<file path="src/hw/rtl/efd_pkg.sv">
`timescale 1ns / 1ps
// ----------------------------------------------------------------------------
// efd_pkg
// Shared types and codes for the elevator floor dispatcher.
// ----------------------------------------------------------------------------
package efd_pkg;

    // Fixed field widths
    localparam int OP_W      = 2;
    localparam int FLOOR_W   = 4;
    localparam int STATUS_W  = 2;
    localparam int TAKEN_W   = 6;
    localparam int FIU_W     = 5;
    localparam int CAP_W     = 6;
    localparam int CFG_W     = 6;
    localparam int CFG_IDX_W = 1;

    // Operation codes
    localparam logic [OP_W-1:0] OP_ARRIVE   = 2'd0;
    localparam logic [OP_W-1:0] OP_DISPATCH = 2'd1;
    localparam logic [OP_W-1:0] OP_PICKUP   = 2'd2;

    // Result status codes
    localparam logic [STATUS_W-1:0] ST_OK   = 2'd0;
    localparam logic [STATUS_W-1:0] ST_NONE = 2'd1;
    localparam logic [STATUS_W-1:0] ST_FULL = 2'd2;

    // Configuration register indexes
    localparam logic [CFG_IDX_W-1:0] REG_FLOORS_IN_USE = 1'd0;
    localparam logic [CFG_IDX_W-1:0] REG_CAR_CAPACITY  = 1'd1;

    // Reset values of the configuration registers
    localparam logic [FIU_W-1:0] FIU_RESET = 5'd16;
    localparam logic [CAP_W-1:0] CAP_RESET = 6'd8;

    // Sequencer states
    typedef enum logic [2:0] {
        S_IDLE = 3'b001,
        S_EVAL = 3'b010,
        S_SCAN = 3'b100
    } efd_state_t;

    // Write controls into the floor store
    typedef struct packed {
        logic cnt_we;
        logic busy_set;
        logic busy_clr;
    } efd_wr_ctl_t;

endpackage

</file>
<file path="src/hw/rtl/efd_if.sv">
`timescale 1ns / 1ps
// ----------------------------------------------------------------------------
// efd_if
// Valid/ready channels of the dispatcher: request items and result items.
// ----------------------------------------------------------------------------
interface efd_req_if;
    logic                        valid;
    logic                        ready;
    logic [efd_pkg::OP_W-1:0]    op;
    logic [efd_pkg::FLOOR_W-1:0] floor;

    modport source (output valid, output op, output floor, input ready);
    modport sink   (input valid, input op, input floor, output ready);
endinterface

interface efd_rsp_if;
    logic                         valid;
    logic                         ready;
    logic [efd_pkg::STATUS_W-1:0] status;
    logic [efd_pkg::FLOOR_W-1:0]  chosen_floor;
    logic [efd_pkg::TAKEN_W-1:0]  people_taken;

    modport source (output valid, output status, output chosen_floor,
                    output people_taken, input ready);
    modport sink   (input valid, input status, input chosen_floor,
                    input people_taken, output ready);
endinterface

</file>
<file path="src/hw/rtl/efd_store.sv">
`timescale 1ns / 1ps
// ----------------------------------------------------------------------------
// efd_store
// Per-floor waiting counts in a two-read, one-write memory, with valid bits
// standing in for the cleared reset value, and per-floor busy flags.
// ----------------------------------------------------------------------------
module efd_store #(
    parameter int NUM_FLOORS = 16,
    parameter int CNT_W      = 6
) (
    input  logic                           clk,
    input  logic                           rst_n,
    input  logic                           rd_en,
    input  logic [$clog2(NUM_FLOORS)-1:0]  rd_a_idx,
    input  logic [$clog2(NUM_FLOORS)-1:0]  rd_b_idx,
    output logic [CNT_W-1:0]               rd_a_cnt,
    output logic                           rd_a_busy,
    output logic [CNT_W-1:0]               rd_b_cnt,
    output logic                           rd_b_busy,
    input  efd_pkg::efd_wr_ctl_t           wr_ctl,
    input  logic [$clog2(NUM_FLOORS)-1:0]  wr_idx,
    input  logic [CNT_W-1:0]               wr_cnt
);
    import efd_pkg::*;

    localparam int FW = $clog2(NUM_FLOORS);
    localparam logic [FW:0] NF_L = (FW+1)'(NUM_FLOORS);

    logic [CNT_W-1:0]      mem [NUM_FLOORS];
    logic [NUM_FLOORS-1:0] valid_reg;
    logic [NUM_FLOORS-1:0] busy_reg;
    logic [CNT_W-1:0]      data_a_reg;
    logic [CNT_W-1:0]      data_b_reg;
    logic                  vld_a_reg;
    logic                  vld_b_reg;
    logic                  busy_a_reg;
    logic                  busy_b_reg;
    logic                  a_in_range;
    logic                  b_in_range;

    assign a_in_range = {1'b0, rd_a_idx} < NF_L;
    assign b_in_range = {1'b0, rd_b_idx} < NF_L;

    // Count memory write
    always_ff @(posedge clk)
    begin
        if (wr_ctl.cnt_we)
        begin
            mem[wr_idx] <= wr_cnt;
        end
    end

    // Registered reads on both ports
    always_ff @(posedge clk)
    begin
        if (rd_en)
        begin
            data_a_reg <= mem[rd_a_idx];
            data_b_reg <= mem[rd_b_idx];
            vld_a_reg  <= a_in_range ? valid_reg[rd_a_idx] : 1'b0;
            vld_b_reg  <= b_in_range ? valid_reg[rd_b_idx] : 1'b0;
            busy_a_reg <= a_in_range ? busy_reg[rd_a_idx] : 1'b0;
            busy_b_reg <= b_in_range ? busy_reg[rd_b_idx] : 1'b0;
        end
    end

    // Valid bits and busy flags, cleared at reset
    always_ff @(posedge clk or negedge rst_n)
    begin
        if (!rst_n)
        begin
            valid_reg <= '0;
            busy_reg  <= '0;
        end
        else
        begin
            if (wr_ctl.cnt_we)
            begin
                valid_reg[wr_idx] <= 1'b1;
            end
            if (wr_ctl.busy_set)
            begin
                busy_reg[wr_idx] <= 1'b1;
            end
            else if (wr_ctl.busy_clr)
            begin
                busy_reg[wr_idx] <= 1'b0;
            end
        end
    end

    // Never-written entries read as zero
    assign rd_a_cnt  = vld_a_reg ? data_a_reg : '0;
    assign rd_b_cnt  = vld_b_reg ? data_b_reg : '0;
    assign rd_a_busy = busy_a_reg;
    assign rd_b_busy = busy_b_reg;

endmodule

</file>
<file path="src/hw/rtl/elevator_floor_dispatcher.sv">
`timescale 1ns / 1ps
// ----------------------------------------------------------------------------
// elevator_floor_dispatcher
// Waiting counts and busy flags per floor; arrivals, dispatch and pickups.
// ----------------------------------------------------------------------------
// Usage:
//   request carries one item (op, floor); result returns exactly one item
//   (status, chosen_floor, people_taken) for each request, in order.
//   Configuration is written through cfg_we/cfg_idx/cfg_data while idle:
//   index 0 is floors_in_use, index 1 is car_capacity.
// Timing:
//   Arrival, pickup and unused ops: decided in S_EVAL, then registered.
//   Dispatch: checks the floor in S_EVAL, then scans to distance D (at most
//   about NUM_FLOORS); the outward scan evaluates one distance per cycle,
//   reading the floor above and below through the two store read ports.
//   request.ready is high only while the sequencer is idle; one item is
//   worked on at a time. The result register lets the next item in while
//   a result still waits.
// Reset:
//   All counts and busy flags read as zero, floors_in_use = 16,
//   car_capacity = 8. No clearing pass is needed.
// Stall:
//   If result.ready is low when a second result is ready, the sequencer
//   holds its final step until the result register frees up.
// ----------------------------------------------------------------------------
module elevator_floor_dispatcher #(
    parameter int NUM_FLOORS  = 16,
    parameter int QUEUE_DEPTH = 64
) (
    input  logic                            clk,
    input  logic                            rst_n,
    efd_req_if.sink                         request,
    efd_rsp_if.source                       result,
    input  logic                            cfg_we,
    input  logic [efd_pkg::CFG_IDX_W-1:0]   cfg_idx,
    input  logic [efd_pkg::CFG_W-1:0]       cfg_data
);
    import efd_pkg::*;

    localparam int FW = $clog2(NUM_FLOORS);
    localparam int CW = $clog2(QUEUE_DEPTH);
    localparam int PW = $clog2(NUM_FLOORS + 16) + 1;
    localparam int MW = (CW > CAP_W) ? CW : CAP_W;
    localparam logic [PW-1:0] NF_P = PW'(NUM_FLOORS);
    localparam logic [CW:0]   QD_L = (CW+1)'(QUEUE_DEPTH);

    efd_state_t            state_reg, state_next;
    logic [OP_W-1:0]       op_reg;
    logic [PW-1:0]         start_reg, start_next;
    logic [PW-1:0]         d_reg, d_next;
    logic [FIU_W-1:0]      fiu_reg;
    logic [CAP_W-1:0]      cap_reg;
    logic                  out_valid_reg, out_valid_next;
    logic [STATUS_W-1:0]   status_reg;
    logic [FLOOR_W-1:0]    chosen_reg;
    logic [TAKEN_W-1:0]    taken_reg;

    logic                  accept;
    logic                  out_free;
    logic                  finish;
    logic                  commit;
    logic                  stall;
    logic [PW-1:0]         n_srv;
    logic                  start_srv;
    logic [PW-1:0]         iss_d;
    logic [PW-1:0]         addr_a;
    logic [PW-1:0]         addr_b;
    logic [PW-1:0]         up_pos;
    logic [PW-1:0]         dn_pos;
    logic                  up_srv;
    logic                  dn_srv;
    logic [CW-1:0]         up_free;
    logic [CW-1:0]         dn_free;
    logic [MW-1:0]         cnt_ext;
    logic [MW-1:0]         cap_ext;
    logic [MW-1:0]         take_m;
    logic [PW-1:0]         wr_pos;
    logic [CW-1:0]         wr_cnt;
    efd_wr_ctl_t           wr_ctl_c;
    efd_wr_ctl_t           wr_ctl;
    logic [STATUS_W-1:0]   status_c;
    logic [FLOOR_W-1:0]    chosen_c;
    logic [TAKEN_W-1:0]    taken_c;

    logic [CW-1:0]         cnt_a;
    logic [CW-1:0]         cnt_b;
    logic                  busy_a;
    logic                  busy_b;

    // Handshake
    assign request.ready = (state_reg == S_IDLE);
    assign accept        = request.valid && request.ready;
    assign out_free      = !out_valid_reg || result.ready;

    // Served floors: floors_in_use capped at NUM_FLOORS
    assign n_srv     = (PW'(fiu_reg) > NF_P) ? NF_P : PW'(fiu_reg);
    assign start_srv = start_reg < n_srv;

    // Read addresses: request floor while idle, next distance otherwise
    assign iss_d  = (state_reg == S_SCAN) ? d_reg + PW'(1) : PW'(1);
    assign addr_a = (state_reg == S_IDLE) ? PW'(request.floor) : start_reg + iss_d;
    assign addr_b = start_reg - iss_d;

    // Scan positions at the distance now being evaluated
    assign up_pos  = start_reg + d_reg;
    assign dn_pos  = start_reg - d_reg;
    assign up_srv  = up_pos < n_srv;
    assign dn_srv  = (d_reg <= start_reg) && (dn_pos < n_srv);
    assign up_free = (up_srv && !busy_a) ? cnt_a : '0;
    assign dn_free = (dn_srv && !busy_b) ? cnt_b : '0;

    // Pickup amount: min(count, capacity)
    assign cnt_ext = MW'(cnt_a);
    assign cap_ext = MW'(cap_reg);
    assign take_m  = (cnt_ext > cap_ext) ? cap_ext : cnt_ext;

    // Sequencer and shared compare step
    always_comb
    begin
        state_next = state_reg;
        start_next = start_reg;
        d_next     = d_reg;
        finish     = 1'b0;
        wr_ctl_c   = '0;
        wr_pos     = start_reg;
        wr_cnt     = cnt_a;
        status_c   = ST_NONE;
        chosen_c   = '0;
        taken_c    = '0;

        case (state_reg)
            S_IDLE:
            begin
                if (accept)
                begin
                    start_next = PW'(request.floor);
                    state_next = S_EVAL;
                end
            end

            S_EVAL:
            begin
                case (op_reg)
                    OP_ARRIVE:
                    begin
                        finish = 1'b1;
                        if (start_srv)
                        begin
                            if (({1'b0, cnt_a} + (CW+1)'(1)) < QD_L)
                            begin
                                wr_ctl_c.cnt_we = 1'b1;
                                wr_cnt          = cnt_a + CW'(1);
                                status_c        = ST_OK;
                            end
                            else
                            begin
                                status_c = ST_FULL;
                            end
                        end
                    end

                    OP_PICKUP:
                    begin
                        finish = 1'b1;
                        if (start_srv)
                        begin
                            wr_ctl_c.cnt_we   = 1'b1;
                            wr_ctl_c.busy_clr = 1'b1;
                            wr_cnt            = cnt_a - take_m[CW-1:0];
                            status_c          = ST_OK;
                            taken_c           = take_m[TAKEN_W-1:0];
                        end
                    end

                    OP_DISPATCH:
                    begin
                        if (start_srv && !busy_a && (cnt_a != '0))
                        begin
                            finish            = 1'b1;
                            wr_ctl_c.busy_set = 1'b1;
                            status_c          = ST_OK;
                            chosen_c          = start_reg[FLOOR_W-1:0];
                        end
                        else
                        begin
                            d_next     = PW'(1);
                            state_next = S_SCAN;
                        end
                    end

                    default:
                    begin
                        finish = 1'b1;
                    end
                endcase
            end

            S_SCAN:
            begin
                if (!(up_srv || dn_srv))
                begin
                    finish = 1'b1;
                end
                else if (up_free > dn_free)
                begin
                    finish            = 1'b1;
                    wr_ctl_c.busy_set = 1'b1;
                    wr_pos            = up_pos;
                    status_c          = ST_OK;
                    chosen_c          = up_pos[FLOOR_W-1:0];
                end
                else if (dn_free > up_free)
                begin
                    finish            = 1'b1;
                    wr_ctl_c.busy_set = 1'b1;
                    wr_pos            = dn_pos;
                    status_c          = ST_OK;
                    chosen_c          = dn_pos[FLOOR_W-1:0];
                end
                else
                begin
                    d_next = d_reg + PW'(1);
                end
            end

            default:
            begin
                state_next = S_IDLE;
            end
        endcase

        if (finish)
        begin
            state_next = out_free ? S_IDLE : state_reg;
            d_next     = d_reg;
        end
    end

    assign commit = finish && out_free;
    assign stall  = finish && !out_free;

    // Store writes only on the committing step
    assign wr_ctl.cnt_we   = wr_ctl_c.cnt_we   && commit;
    assign wr_ctl.busy_set = wr_ctl_c.busy_set && commit;
    assign wr_ctl.busy_clr = wr_ctl_c.busy_clr && commit;

    // Result register valid
    always_comb
    begin
        out_valid_next = out_valid_reg;
        if (commit)
        begin
            out_valid_next = 1'b1;
        end
        else if (result.ready)
        begin
            out_valid_next = 1'b0;
        end
    end

    efd_store #(
        .NUM_FLOORS (NUM_FLOORS),
        .CNT_W      (CW)
    ) u_store (
        .clk       (clk),
        .rst_n     (rst_n),
        .rd_en     (!stall),
        .rd_a_idx  (addr_a[FW-1:0]),
        .rd_b_idx  (addr_b[FW-1:0]),
        .rd_a_cnt  (cnt_a),
        .rd_a_busy (busy_a),
        .rd_b_cnt  (cnt_b),
        .rd_b_busy (busy_b),
        .wr_ctl    (wr_ctl),
        .wr_idx    (wr_pos[FW-1:0]),
        .wr_cnt    (wr_cnt)
    );

    // Control registers
    always_ff @(posedge clk or negedge rst_n)
    begin
        if (!rst_n)
        begin
            state_reg     <= S_IDLE;
            out_valid_reg <= 1'b0;
            fiu_reg       <= FIU_RESET;
            cap_reg       <= CAP_RESET;
        end
        else
        begin
            state_reg     <= state_next;
            out_valid_reg <= out_valid_next;
            if (cfg_we)
            begin
                case (cfg_idx)
                    REG_FLOORS_IN_USE: fiu_reg <= cfg_data[FIU_W-1:0];
                    REG_CAR_CAPACITY:  cap_reg <= cfg_data[CAP_W-1:0];
                    default:           ;
                endcase
            end
        end
    end

    // Item and result payload registers
    always_ff @(posedge clk)
    begin
        start_reg <= start_next;
        d_reg     <= d_next;
        if (accept)
        begin
            op_reg <= request.op;
        end
        if (commit)
        begin
            status_reg <= status_c;
            chosen_reg <= chosen_c;
            taken_reg  <= taken_c;
        end
    end

    assign result.valid        = out_valid_reg;
    assign result.status       = status_reg;
    assign result.chosen_floor = chosen_reg;
    assign result.people_taken = taken_reg;

`ifndef SYNTHESIS
    // An accepted item always goes to the first evaluation step
    a_accept_to_eval: assert property (@(posedge clk) disable iff (!rst_n)
        accept |=> (state_reg == S_EVAL))
        else $error("accepted item did not enter evaluation");

    // The scan never evaluates distance zero
    a_scan_dist: assert property (@(posedge clk) disable iff (!rst_n)
        (state_reg == S_SCAN) |-> (d_reg != '0))
        else $error("scan at distance zero");

    // A full-queue result carries no floor and no people
    a_full_fields: assert property (@(posedge clk) disable iff (!rst_n)
        (result.valid && (result.status == ST_FULL)) |->
            ((result.chosen_floor == '0) && (result.people_taken == '0)))
        else $error("full status with nonzero fields");

    // Pickup never takes more than one car's capacity
    a_taken_cap: assert property (@(posedge clk) disable iff (!rst_n)
        result.valid |-> (result.people_taken <= cap_reg))
        else $error("people taken above car capacity");

    // A held result is not overwritten while the receiver stalls
    a_result_hold: assert property (@(posedge clk) disable iff (!rst_n)
        (result.valid && !result.ready) |=> $stable(status_reg) && $stable(chosen_reg))
        else $error("pending result changed under stall");
`endif

endmodule
</file>
<file path="src/flat_wrapper.sv">
// flat-port wrapper written by rule: the top's interface ports become plain ports
module elevator_floor_dispatcher_flat import efd_pkg::*;
#(
    parameter int NUM_FLOORS  = 16,
    parameter int QUEUE_DEPTH = 64
)
  (clk, rst_n, cfg_we, cfg_idx, cfg_data, request_valid, request_op, request_floor, request_ready, result_valid, result_status, result_chosen_floor, result_people_taken, result_ready);
  efd_req_if request_i ();
  efd_rsp_if result_i ();
  input  logic clk;
  input  logic rst_n;
  input  logic cfg_we;
  input  logic [efd_pkg::CFG_IDX_W-1:0] cfg_idx;
  input  logic [efd_pkg::CFG_W-1:0] cfg_data;
  input wire logic [$bits(request_i.valid)-1:0] request_valid;
  input wire logic [$bits(request_i.op)-1:0] request_op;
  input wire logic [$bits(request_i.floor)-1:0] request_floor;
  output wire logic [$bits(request_i.ready)-1:0] request_ready;
  output wire logic [$bits(result_i.valid)-1:0] result_valid;
  output wire logic [$bits(result_i.status)-1:0] result_status;
  output wire logic [$bits(result_i.chosen_floor)-1:0] result_chosen_floor;
  output wire logic [$bits(result_i.people_taken)-1:0] result_people_taken;
  input wire logic [$bits(result_i.ready)-1:0] result_ready;
  assign request_i.valid = request_valid;
  assign request_i.op = request_op;
  assign request_i.floor = request_floor;
  assign request_ready = request_i.ready;
  assign result_valid = result_i.valid;
  assign result_status = result_i.status;
  assign result_chosen_floor = result_i.chosen_floor;
  assign result_people_taken = result_i.people_taken;
  assign result_i.ready = result_ready;
  elevator_floor_dispatcher #(.NUM_FLOORS(NUM_FLOORS), .QUEUE_DEPTH(QUEUE_DEPTH)) u_core (.clk(clk), .rst_n(rst_n), .request(request_i), .result(result_i), .cfg_we(cfg_we), .cfg_idx(cfg_idx), .cfg_data(cfg_data));
endmodule
</file>
<file path="config.mk">
export PLATFORM = sky130hd
export DESIGN_NAME = elevator_floor_dispatcher_flat
export DESIGN_NICKNAME = d
export VERILOG_FILES = /design/src/hw/rtl/efd_pkg.sv /design/src/hw/rtl/efd_if.sv /design/src/hw/rtl/efd_store.sv /design/src/hw/rtl/elevator_floor_dispatcher.sv /design/src/flat_wrapper.sv
export SDC_FILE = /design/constraint.sdc
export NUM_CORES = 1
export LEC_CHECK = 0
export ABC_AREA = 1
export BUFFER_PORTS_ARGS = -buffer_cell sky130_fd_sc_hd__clkbuf_2
export CORE_MARGIN = 4
export CORE_UTILIZATION = 55
export DETAILED_ROUTE_END_ITERATION = 10
export PLACE_DENSITY = 0.77
export SLEW_MARGIN = 20
export SYNTH_ARGS = -nofsm -noshare
export SYNTH_HDL_FRONTEND = slang
export SYNTH_SLANG_ARGS = --single-unit
</file>
<file path="constraint.sdc">
create_clock -name clk -period 13.3 [get_ports clk]
set_clock_uncertainty 0.05 [all_clocks]
set_input_delay 0.665 -clock clk [delete_from_list [all_inputs] [get_ports clk]]
set_output_delay 0.665 -clock clk [all_outputs]
set_load 0.03 [all_outputs]
</file>
# Yosys cells after proc, flatten, opt, wreduce, memory -nomap -nowiden
# Memories as Yosys holds them, arrays and structs flattened. A register that Yosys moved wholly into a read port is not among the register bits.
# Cells that the tools add are included.
[word_totals]
word_cells = 166
input_bits = 18
regBits = 75
ramBits = 96
n_memories = 1
[classes]
bitwise_logic = 6
reduce_logical = 31
order_cmp = 13
add_sub_neg = 8
n_eq_ne = 15
mux = 76
[memory_table]
columns = ["name", "words", "word_bits", "rd", "rd_clocked_by_memory_dff", "wr", "line_no", "source"]
rows = [
  ["u_core.u_store.mem", 16, 6, 2, 2, 1, "efd_store.sv:29", "logic [CNT_W-1:0] mem [NUM_FLOORS];"],
]
[ops]
columns = ["op", "count"]
rows = [
  ["two-way mux 6 bit", 14],
  ["two-way mux 4 bit", 11],
  ["two-way mux 16 bit", 2],
  ["OR 16 bit", 2],
  ["two-way mux 1 bit", 25],
  ["one-hot mux 6 bit (2 select lines)", 2],
  ["greater-than comparator 6 bit", 3],
  ["bitwise AND 16 bit", 1],
  ["binary-select mux 1 bit (select 4 bit)", 4],
  ["NOT 16 bit", 1],
  ["less-than comparator 4 x 5 -> 1 bit (second input constant)", 3],
  ["two-way mux 3 bit", 5],
  ["adder 6 x 1 -> 6 bit (second input constant)", 2],
  ["logical AND 1 bit", 12],
  ["less-than comparator 6 x 5 -> 1 bit", 2],
  ["inequality test 2 bit (second input constant)", 5],
  ["one-hot mux 3 bit (3 select lines)", 1],
  ["two-way mux 2 bit", 4],
  ["one-hot mux 4 bit (2 select lines)", 1],
  ["adder 6 x 1 -> 7 bit (second input constant)", 1],
  ["less-than comparator 7 bit (second input constant)", 1],
  ["AND reduction 7 bit", 1],
  ["adder 4 x 6 -> 6 bit", 1],
  ["<= comparator 6 x 4 -> 1 bit", 1],
  ["other kinds (29)", 44],
]

# Depth between registers and ports, before layout
# Gate-level depths: netlist (run 1).
[depth]
depth_word = 19
depth_mapped = 38

# Hierarchy
# Synthesis (run 1) repeated with hierarchy kept, for this count alone.
[unflattened]
hier_cells = 1463
hier_area_um2 = 11407.2
[by_module_without_submodules]
columns = ["module", "area_each_um2", "instances", "cells_each", "seq_area_each_um2"]
rows = [
  ["efd_store", 7708.6, 1, 966, 4164.0],
  ["elevator_floor_dispatcher", 3698.5, 1, 497, 1099.8],
]

# Worst setup path before layout (run 1)
# Ideal clock, no wire load.
[synth_path]
kind = "register to register"
startpoint = "register u_core.start_reg[2]"
endpoint = "memory u_core.u_store.mem[0][0] (enable)"
synth_period_minus_slack_ns = 4.783
setup_slack_ns = 8.517
required_ns = 12.900
arrival_time_ns = 4.383
stages_incl_launch_ff = 31
cell_sequence = "edfxtp_1 ha_1 buf_4 nor2_1 nand2_1 nand3_1 xor2_1 inv_1 ha_1 a21oi_1 o21bai_1 a21oi_1 nand3_2 nor2_1 inv_1 nor2_1 ha_1 nand2_1 nor2_1 nand2_1 nand3_1 nand2_1 inv_1 nand2_1 nand2_1 nand2_2 nand2_4 inv_2 nand3_2 buf_4 nor2_1"
[synth_via]
elab_chain_len = 14
word_cells_on_any_way = 34
cone_classes = "add/sub: 2; order compare: 6; mux: 18; reduce/logical: 8"
[synth_rtl]
columns = ["element", "line_no", "source"]
rows = [
  ["start: declaration", "elevator_floor_dispatcher.sv:49", "logic [PW-1:0] start_reg, start_next;"],
  ["start signal: assignment", "elevator_floor_dispatcher.sv:307", "start_reg <= start_next;"],
  ["subtractor 4 x 6 -> 6 bit", "elevator_floor_dispatcher.sv:106", "assign dn_pos = start_reg - d_reg;"],
  ["less-than comparator 6 x 5 -> 1 bit", "elevator_floor_dispatcher.sv:108", "assign dn_srv = (d_reg <= start_reg) && (dn_pos < n_srv);"],
  ["logical AND 1 bit", "elevator_floor_dispatcher.sv:108", ""],
  ["logical AND 1 bit", "elevator_floor_dispatcher.sv:110", "assign dn_free = (dn_srv && !busy_b) ? cnt_b : '0;"],
  ["two-way mux 6 bit", "elevator_floor_dispatcher.sv:110", ""],
  ["greater-than comparator 6 bit", "elevator_floor_dispatcher.sv:212", "else if (dn_free > up_free)"],
  ["two-way mux 1 bit", "elevator_floor_dispatcher.sv:212", ""],
  ["two-way mux 1 bit", "elevator_floor_dispatcher.sv:204", "else if (up_free > dn_free)"],
  ["two-way mux 1 bit", "elevator_floor_dispatcher.sv:200", "if (!(up_srv || dn_srv))"],
  ["one-hot mux 1 bit (2 select lines) *", "elevator_floor_dispatcher.sv:131", "case (state_reg)"],
  ["logical AND 1 bit *", "elevator_floor_dispatcher.sv:239", "assign commit = finish && out_free;"],
  ["via u_core.commit", "elevator_floor_dispatcher.sv:61", "logic commit;"],
  ["logical AND 1 bit *", "elevator_floor_dispatcher.sv:243", "assign wr_ctl.cnt_we = wr_ctl_c.cnt_we && commit;"],
  ["two-way mux 1 bit *", "efd_store.sv:47", "if (wr_ctl.cnt_we)"],
  ["two-way mux 1 bit (not written as such) *", "efd_store.sv:49", "mem[wr_idx] <= wr_cnt;"],
  ["end: declaration", "efd_store.sv:29", ""],
]
# The timed path passes the listed nets; every way through them passes the cells marked *.

# Final worst setup path (run 1)
[layout_path]
startpoint = "register u_core.start_reg[2]"
endpoint = "memory u_core.u_store.mem[5][3] (enable)"
# Same word-level chain as after synthesis.

==> results of run 1 <==
[cells in the mapped netlist (11+ instances only)]
| library cell | n | area [um2] |
|---|---|---|
| clkbuf_1 | 32 | 120.1 |
| inv_2 | 11 | 41.29 |
| nor3_1 | 24 | 120.1 |
| a21oi_1 | 34 | 170.2 |
| o21ai_0 | 129 | 645.6 |
| o21ai_1 | 16 | 80.08 |
| a31oi_1 | 16 | 100.1 |
| nor2_1 | 225 | 844.6 |
| inv_1 | 100 | 375.4 |
| ha_1 | 47 | 588.1 |
| nand2_1 | 230 | 863.3 |
| o22ai_1 | 33 | 206.5 |
| o21bai_1 | 15 | 112.6 |
| dfrtp_1 | 44 | 1101 |
| edfxtp_1 | 136 | 4084 |
| nand3_1 | 51 | 255.2 |
[metal layers]
layer | wire length [um] | share of wire, % | track usage, % | vias up
met5 | 0 | 0 | 0 | -
met4 | 659 | 2.2 | 8.509 | 0
met3 | 2848 | 9.6 | 4.876 | 60
met2 | 13690 | 46 | 42.53 | 536
met1 | 12420 | 42 | 37.61 | 4424
li1 | - | - | - | 4392
[per-stage QoR]
step | util, % | worst slack (ns) | power, uW | instances | hold WS [ns]
floorplan | - | 8.517 | 2027 | 1292 | 0.3194
global placement | 57.91 | 7.320 | 2441 | 1538 | 0.4118
detailed placement | 57.93 | 7.097 | 2468 | 1538 | 0.4122
CTS | 60.98 | 7.081 | 2982 | 1570 | 0.2885
global route | 61.03 | 6.422 | 3233 | 1570 | 0.3152
finish | 61.03 | 6.997 | 3023 | 1570 | 0.2680
[power groups by stage]
stage	sequential, uW	clock (uW)	combinational, uW
finish	807	508	1710
CTS	806	510	1670
global placement	817	0	1620
floorplan	821	0	1210
global route	812	533	1890
detailed placement	818	0	1650
[placed cells by master, fill, tap and decap left out, types with 9 or more instances in the layout]
cell type / instances
nand2_1: 230
nor2_1: 225
edfxtp_1: 136
o21ai_0: 128
inv_1: 99
nand3_1: 51
ha_1: 46
dfrtp_1: 44
a21oi_1: 34
o22ai_1: 33
clkbuf_2: 31
nor3_1: 24
clkbuf_16: 17
a31oi_1: 16
o21bai_1: 15
o21ai_1: 15
inv_2: 12
xor2_1: 10
o21bai_2: 9
buf_4: 9
[area by class of cell]
| cell class | count | area (um2) | area share, % |
|---|---|---|---|
| multi-input cells | 938 | 5156 | 42.99 |
| clock buffers | 17 | 425.4 | 3.547 |
| well taps | 265 | 331.6 | 2.764 |
| inverters | 112 | 420.4 | 3.505 |
| clock inverters | 15 | 173.9 | 1.450 |
| repair buffers | 40 | 222.7 | 1.857 |
| flip-flops and latches | 183 | 5264 | 43.89 |
[path summary, 6_finish.rpt]
kind	startpoint	endpoint	slack (ns)	cells after the start
worst max-delay path	u_core.start_reg[2]$_DFFE_PP_	u_core.u_store.mem[5][3]$_DFFE_PP_	7.00	26
worst min-delay path	rst_n	u_core.fiu_reg[3]$_DFFE_PN0P_	0.27	2
worst max register to register	u_core.start_reg[2]$_DFFE_PP_	u_core.u_store.mem[5][3]$_DFFE_PP_	7.00	26
worst min register to register	u_core.u_store.valid_reg[5]$_DFFE_PN0P_	u_core.u_store.valid_reg[5]$_DFFE_PN0P_	0.43	2
max in group asynchronous	rst_n	asynchronous set/reset pin	12.47	2
min in group clk	request_floor[2]	u_core.start_reg[2]$_DFFE_PP_	0.37	1
[worst max-delay path: stages, from the launching register on]
cell      delay (ns)
edfxtp_1        0.55
ha_1            0.45
nor2_1          0.17
nand2_1         0.07
nand3_1         0.08
xor2_1          0.19
inv_1           0.08
ha_1            0.32
a21oi_1         0.15
o21bai_1        0.09
a21oi_1         0.15
nand3_2         0.14
nor2_1          0.15
inv_1           0.11
nor2_1          0.11
ha_1            0.26
a21oi_1         0.21
nand3_1         0.20
nand2_1         0.21
inv_1           0.06
nand2_1         0.08
nand2_1         0.06
nand2_2         0.15
nand2_4         0.09
inv_2           0.24
nand3_2         0.78
nor2_1          0.73
[cells by family after synthesis]
| group | count (synthesis) | synth area share (%) |
|---|---|---|
| compound gates | 286 | 15.41 |
| xor+xnor | 15 | 1.186 |
| fa+ha+maj | 51 | 6.033 |
| buf+inv | 171 | 6.620 |
| flops | 183 | 47.53 |
| mux | 8 | 0.8134 |
| simple gates | 578 | 22.41 |
==> impl_metrics.csv, run 1 <==
group,metric,value,unit
sta,clock.fmax,158.7,MHz
synthesis,ys_warn_count,0,
power,pwr-share-clk,16.8,%
synthesis,postSynthAreaPerCell,8.572,um2
grt,grt_first_pass_wirelength,46.87,mm
power,p_sw_share,48.81,%
synthesis,ys_seq_elements,183,
grt,grt_max_degree,74,
cells_and_area,finalInstanceArea,11990,um2
run_status,status,"completed",
sta,slew_headroom,24.99,%
synthesis,syn_nets,1361,
placement,place_hpwl,19.91,mm
sta,setup_viol,0,
floorplanning,die_area,22470,um2
routing,wire_per_inst,18.86,um
routing,ant_nets,0,
clocking,root_buffer,"clkbuf_16",
clocking,numCtsBuffers,17,
routing,dr_total_vias,9412,
routing,drt-vias-per-instance,5.995,
clocking,cts_resized,0,
synthesis,async_flop_share,25.68,%
clocking,clk_latency,0.44,ns
grt,grt-ovfl-total,0,
critical_path,crit_path_max_fanout,32,
routing,dr.pass1.iters,6,
placement,placed_area,11380,um2
clocking,cts_hold_buffers,0,
routing,drc,0,
cells_and_area,diodes,0,
clocking,cts_tree,"built",
min_path,hp-class,"in2async",
floorplanning,core,19650,um2
clocking,postCtsSetupBuffers,0,
cells_and_area,largest_register_ffs,96,
sta,period_share,47.39,%
cells_and_area,area_growth,8.292,%
clocking,cts_sinks,183,
floorplanning,die_h,149.9,um
synthesis,synth_cell_types,55,
floorplanning,die_w,149.9,um
sta,period_minus_slack,6.303,ns
critical_path,startpoint_type,"register",
synthesis,ys.flop_type,"edfxtp_1",
routing,drtIter0Drc,1246,
clocking,clk_pin_slew,0.08,ns
clocking,h-tree-depth,4,
critical_path,worstPathRequired,13.32,ns
cells_and_area,final_net_count,1361,
floorplanning,boundaryPins,32,
power,ir_worst_vdd,0.1525,mV
run,drv_cap,0,
cells_and_area,fillers,1678,
routing,wirelength,29.61,mm
power,p_int,1548,uW
sta,hold_viol,0,
power,combPwrFrac,56.5,%
power,net-switching-power,1476,uW
sta,rsz0062_at_grt,"no",
sta,tns,0,ns
synthesis,netlist_instances,1292,
critical_path,critical_path_class,"reg2reg",
critical_path,endpoint_kind,"register",
grt,grt_antenna_before_repair,0,
clocking,cts_buffer_depth,2,
critical_path,arrival,6.32,ns
cells_and_area,drive_gt1_share,11.34,%
power,p_leak,0.005007,uW
synthesis,yosysSeqAreaShare,47.53,%
grt,track_usage,26.81,%
sta,tightestPinTransition,1.118,ns
floorplanning,initial_utilization,56.35,%
grt,grt_pass1_vias,8715,
placement,io_buffers,31,
synthesis,synth-edff-count,136,
power,seqPwrFrac,26.7,%
floorplanning,rows,51,
power,power_density,252.1,nW/um2
sta,drv_slew,0,
synthesis,synth_area,11080,um2
placement,place_congestion,0.9656,
(Power assumes the default switching activity.)
==> inputs of run 2 (changes only) <==
ABC_AREA = 0   (was 1)
PLACE_DENSITY = 0.8   (was 0.77)
clock period = 5.05 ns   (was 13.3 ns; I/O delays follow)
==> impl_metrics.csv, run 2 <==
group,metric,value,unit
run_status,status,"finished, violations left",
run_status,violations,"setup timing",
cells_and_area,drive_gt1_share,42.57,%
clocking,root_buffer,"clkbuf_16",
critical_path,reg2reg_slack,-0.33,ns
sta,clock.fmax,185.9,MHz
sta,period_minus_slack,5.380,ns
routing,ant_nets,0,
synthesis,synth-edff-count,136,
critical_path,endpoint_kind,"register",
placement,pre_cts_ws,-0.1323,ns
routing,wire_per_inst,25.49,um
grt,grt_pass1_vias,7564,
critical_path,reg2regPathDepth,25,
critical_path,crit_buf_inv,5,
routing,wirelength,29.80,mm
synthesis,yosysSeqAreaShare,50.30,%
clocking,h-tree-depth,4,
floorplanning,die_h,145.9,um
critical_path,arrival,5.67,ns
grt,track_usage,26.16,%
routing,dr.pass1.iters,8,
power,ir_worst_vdd,0.3049,mV
power,p_leak,0.005086,uW
grt,grt_antenna_before_repair,0,
clocking,cts_sinks,183,
floorplanning,boundaryPins,32,
sta,rsz0062_at_grt,"yes",
floorplanning,die_area,21300,um2
routing,drc,0,
critical_path,crit_path_max_fanout,7,
clocking,cts_tree,"built",
synthesis,synth_top_cell_area_share,39.03,%
critical_path,cp_top_family,"simple AND/OR/NAND/NOR gates",
critical_path,r2r-start,"u_core.start_reg[1]$_DFFE_PP_",
min_path,hold_depth,2,
placement,placed_cells,1099,
min_path,hp-class,"in2reg",
critical_path,crit_cells,25,
synthesis,syn_nets,839,
critical_path,cp-endpoint,"u_core.u_store.valid_reg[6]$_DFFE_PN0P_",
cells_and_area,final_common_cell,"edfxtp_1",
grt,grt-ovfl-total,0,
critical_path,cp_slowest_cell,"edfxtp_1",
synthesis,async_flop_share,25.68,%
sta,period_share,106.5,%
placement,place_congestion,0.8941,
synthesis,ys.flop_type,"edfxtp_1",
routing,drtIter0Drc,970,
placement,io_buffers,31,
floorplanning,initial_utilization,55.94,%
run,drv_cap,0,
cells_and_area,final_net_count,991,
cells_and_area,largest_register_ffs,96,
critical_path,worstPathRequired,5.34,ns
sta,slew_headroom,20.83,%
clocking,numCtsBuffers,17,
critical_path,critPathLaunch,"u_core.start_reg[1]$_DFFE_PP_",
synthesis,ys_seq_elements,183,
floorplanning,die_w,145.9,um
sta,tightestPinTransition,1.184,ns
critical_path,startpoint_type,"register",
synthesis,netlist_instances,770,
synthesis,synth_top_area_cell,"edfxtp_1",
placement,place_hpwl,18.43,mm
synthesis,ys_warn_count,0,
grt,grt_max_degree,48,
cells_and_area,layoutNonFillerInstCount,1169,
routing,dr_total_vias,7799,
cells_and_area,final_cell_mix,"136 x edfxtp_1, 95 x buf_4, 72 x mux4_2",
synthesis,synth_cell_types,73,
sta,worst_slack,-0.3303,ns
critical_path,critical_path_class,"reg2reg",
sta,hold_viol,0,
synthesis,postSynthAreaPerCell,13.59,um2
floorplanning,core,18710,um2
floorplanning,rows,50,
cells_and_area,diodes,0,
clocking,cts_buffer_depth,2,
grt,grt_first_pass_wirelength,43.17,mm
power,p_total,7552,uW
clocking,clk_latency,0.46,ns
clocking,clk_pin_slew,0.08,ns
synthesis,synthTopCellsByCount,"136 x edfxtp_1, 72 x mux4_2, 47 x ha_1, 44 x dfrtp_1, 43 x nor2_1",
routing,drt-vias-per-instance,6.672,
synthesis,synthMostInstantiatedCell,"edfxtp_1",
critical_path,timing.rr.end,"u_core.u_store.valid_reg[6]$_DFFE_PN0P_",
synthesis,synth_area,10460,um2
power,power_density,565.6,nW/um2
critical_path,critical_path.most_common_cell,"buf_6",
sta,setup_viol,132,
cells_and_area,area_growth,27.61,%
sta,holdWs,0.01436,ns
critical_path,slowest_delay,0.44,ns
cells_and_area,fillers,1083,
sta,drv_slew,0,
synthesis,synthTopCellsByArea,"edfxtp_1 39%, mux4_2 15%, dfrtp_1 11%",
[run 2: repair_timing]
action	in CTS	in global routing
endpoints found under the hold margin	52	0
setup buffers	15	19
gates cloned	0	0
endpoints found under the setup margin	124	147
hold buffers	9	0
resized for setup	37	89
pin swaps	25	33
[run 2: worst min-delay path by stage]
stage                startpoint                             to  slack [ns]
floorplan                 rst_n     asynchronous set/reset pin       -0.09
global placement          rst_n  u_core.fiu_reg[0]$_DFFE_PN0P_        0.34
detailed placement        rst_n  u_core.fiu_reg[0]$_DFFE_PN0P_        0.34
CTS                 cfg_data[3]  u_core.cap_ext[3]$_DFFE_PN1P_        0.02
global route        cfg_data[3]  u_core.fiu_reg[3]$_DFFE_PN0P_        0.02
finish              cfg_data[3]  u_core.cap_ext[3]$_DFFE_PN1P_        0.01
[run 2: through the flow]
| step | setup TNS [ns] | utilization (%) | area, um2 |
|---|---|---|---|
| global placement | -0.3114 | 62.63 | 11720 |
| global route | -40.95 | 71.38 | 13350 |
| CTS | -4.950 | 68.05 | 12730 |
| detailed placement | -7.651 | 62.63 | 11720 |
| floorplan | 0 | - | 10610 |
| finish | -28.06 | 71.38 | 13350 |
[run 2: final cells by class]
class | count | area [um2] | share of cell area [%]
Timing Repair Buffer | 165 | 1391 | 10.42
Multi-Input combinational cell | 514 | 5620 | 42.09
Sequential cell | 183 | 5264 | 39.42
Clock inverter | 15 | 205.2 | 1.537
Clock buffer | 17 | 425.4 | 3.186
Inverter | 41 | 153.9 | 1.153
Tap cell | 234 | 292.8 | 2.193
[run 2: logic make-up after synthesis]
| family | share of synthesized area [%] |
|---|---|
| adders and majority gates | 6.385 |
| muxes | 18.57 |
| AOI/OAI and AO/OA | 10.51 |
| DFF | 50.31 |
| xor gates and xnor gates | 1.590 |
| buffers and inverters | 2.918 |
| and+or+nand+nor | 9.721 |
[run 2: metal layers]
layer | vias to the layer above | routed length, um | track usage [%]
li1 | 3306 | - | -
met1 | 3860 | 10980 | 34.59
met2 | 521 | 14820 | 43.82
met3 | 112 | 2797 | 5.699
met4 | 0 | 1207 | 7.977
met5 | - | 0 | 0
[run 2: report_power, final]
group,total (uW),internal [uW],switching (uW)
Sequential,2120,1950,170
Combinational,4030,1860,2170
Clock,1410,692,716
Total,7550,4500,3060
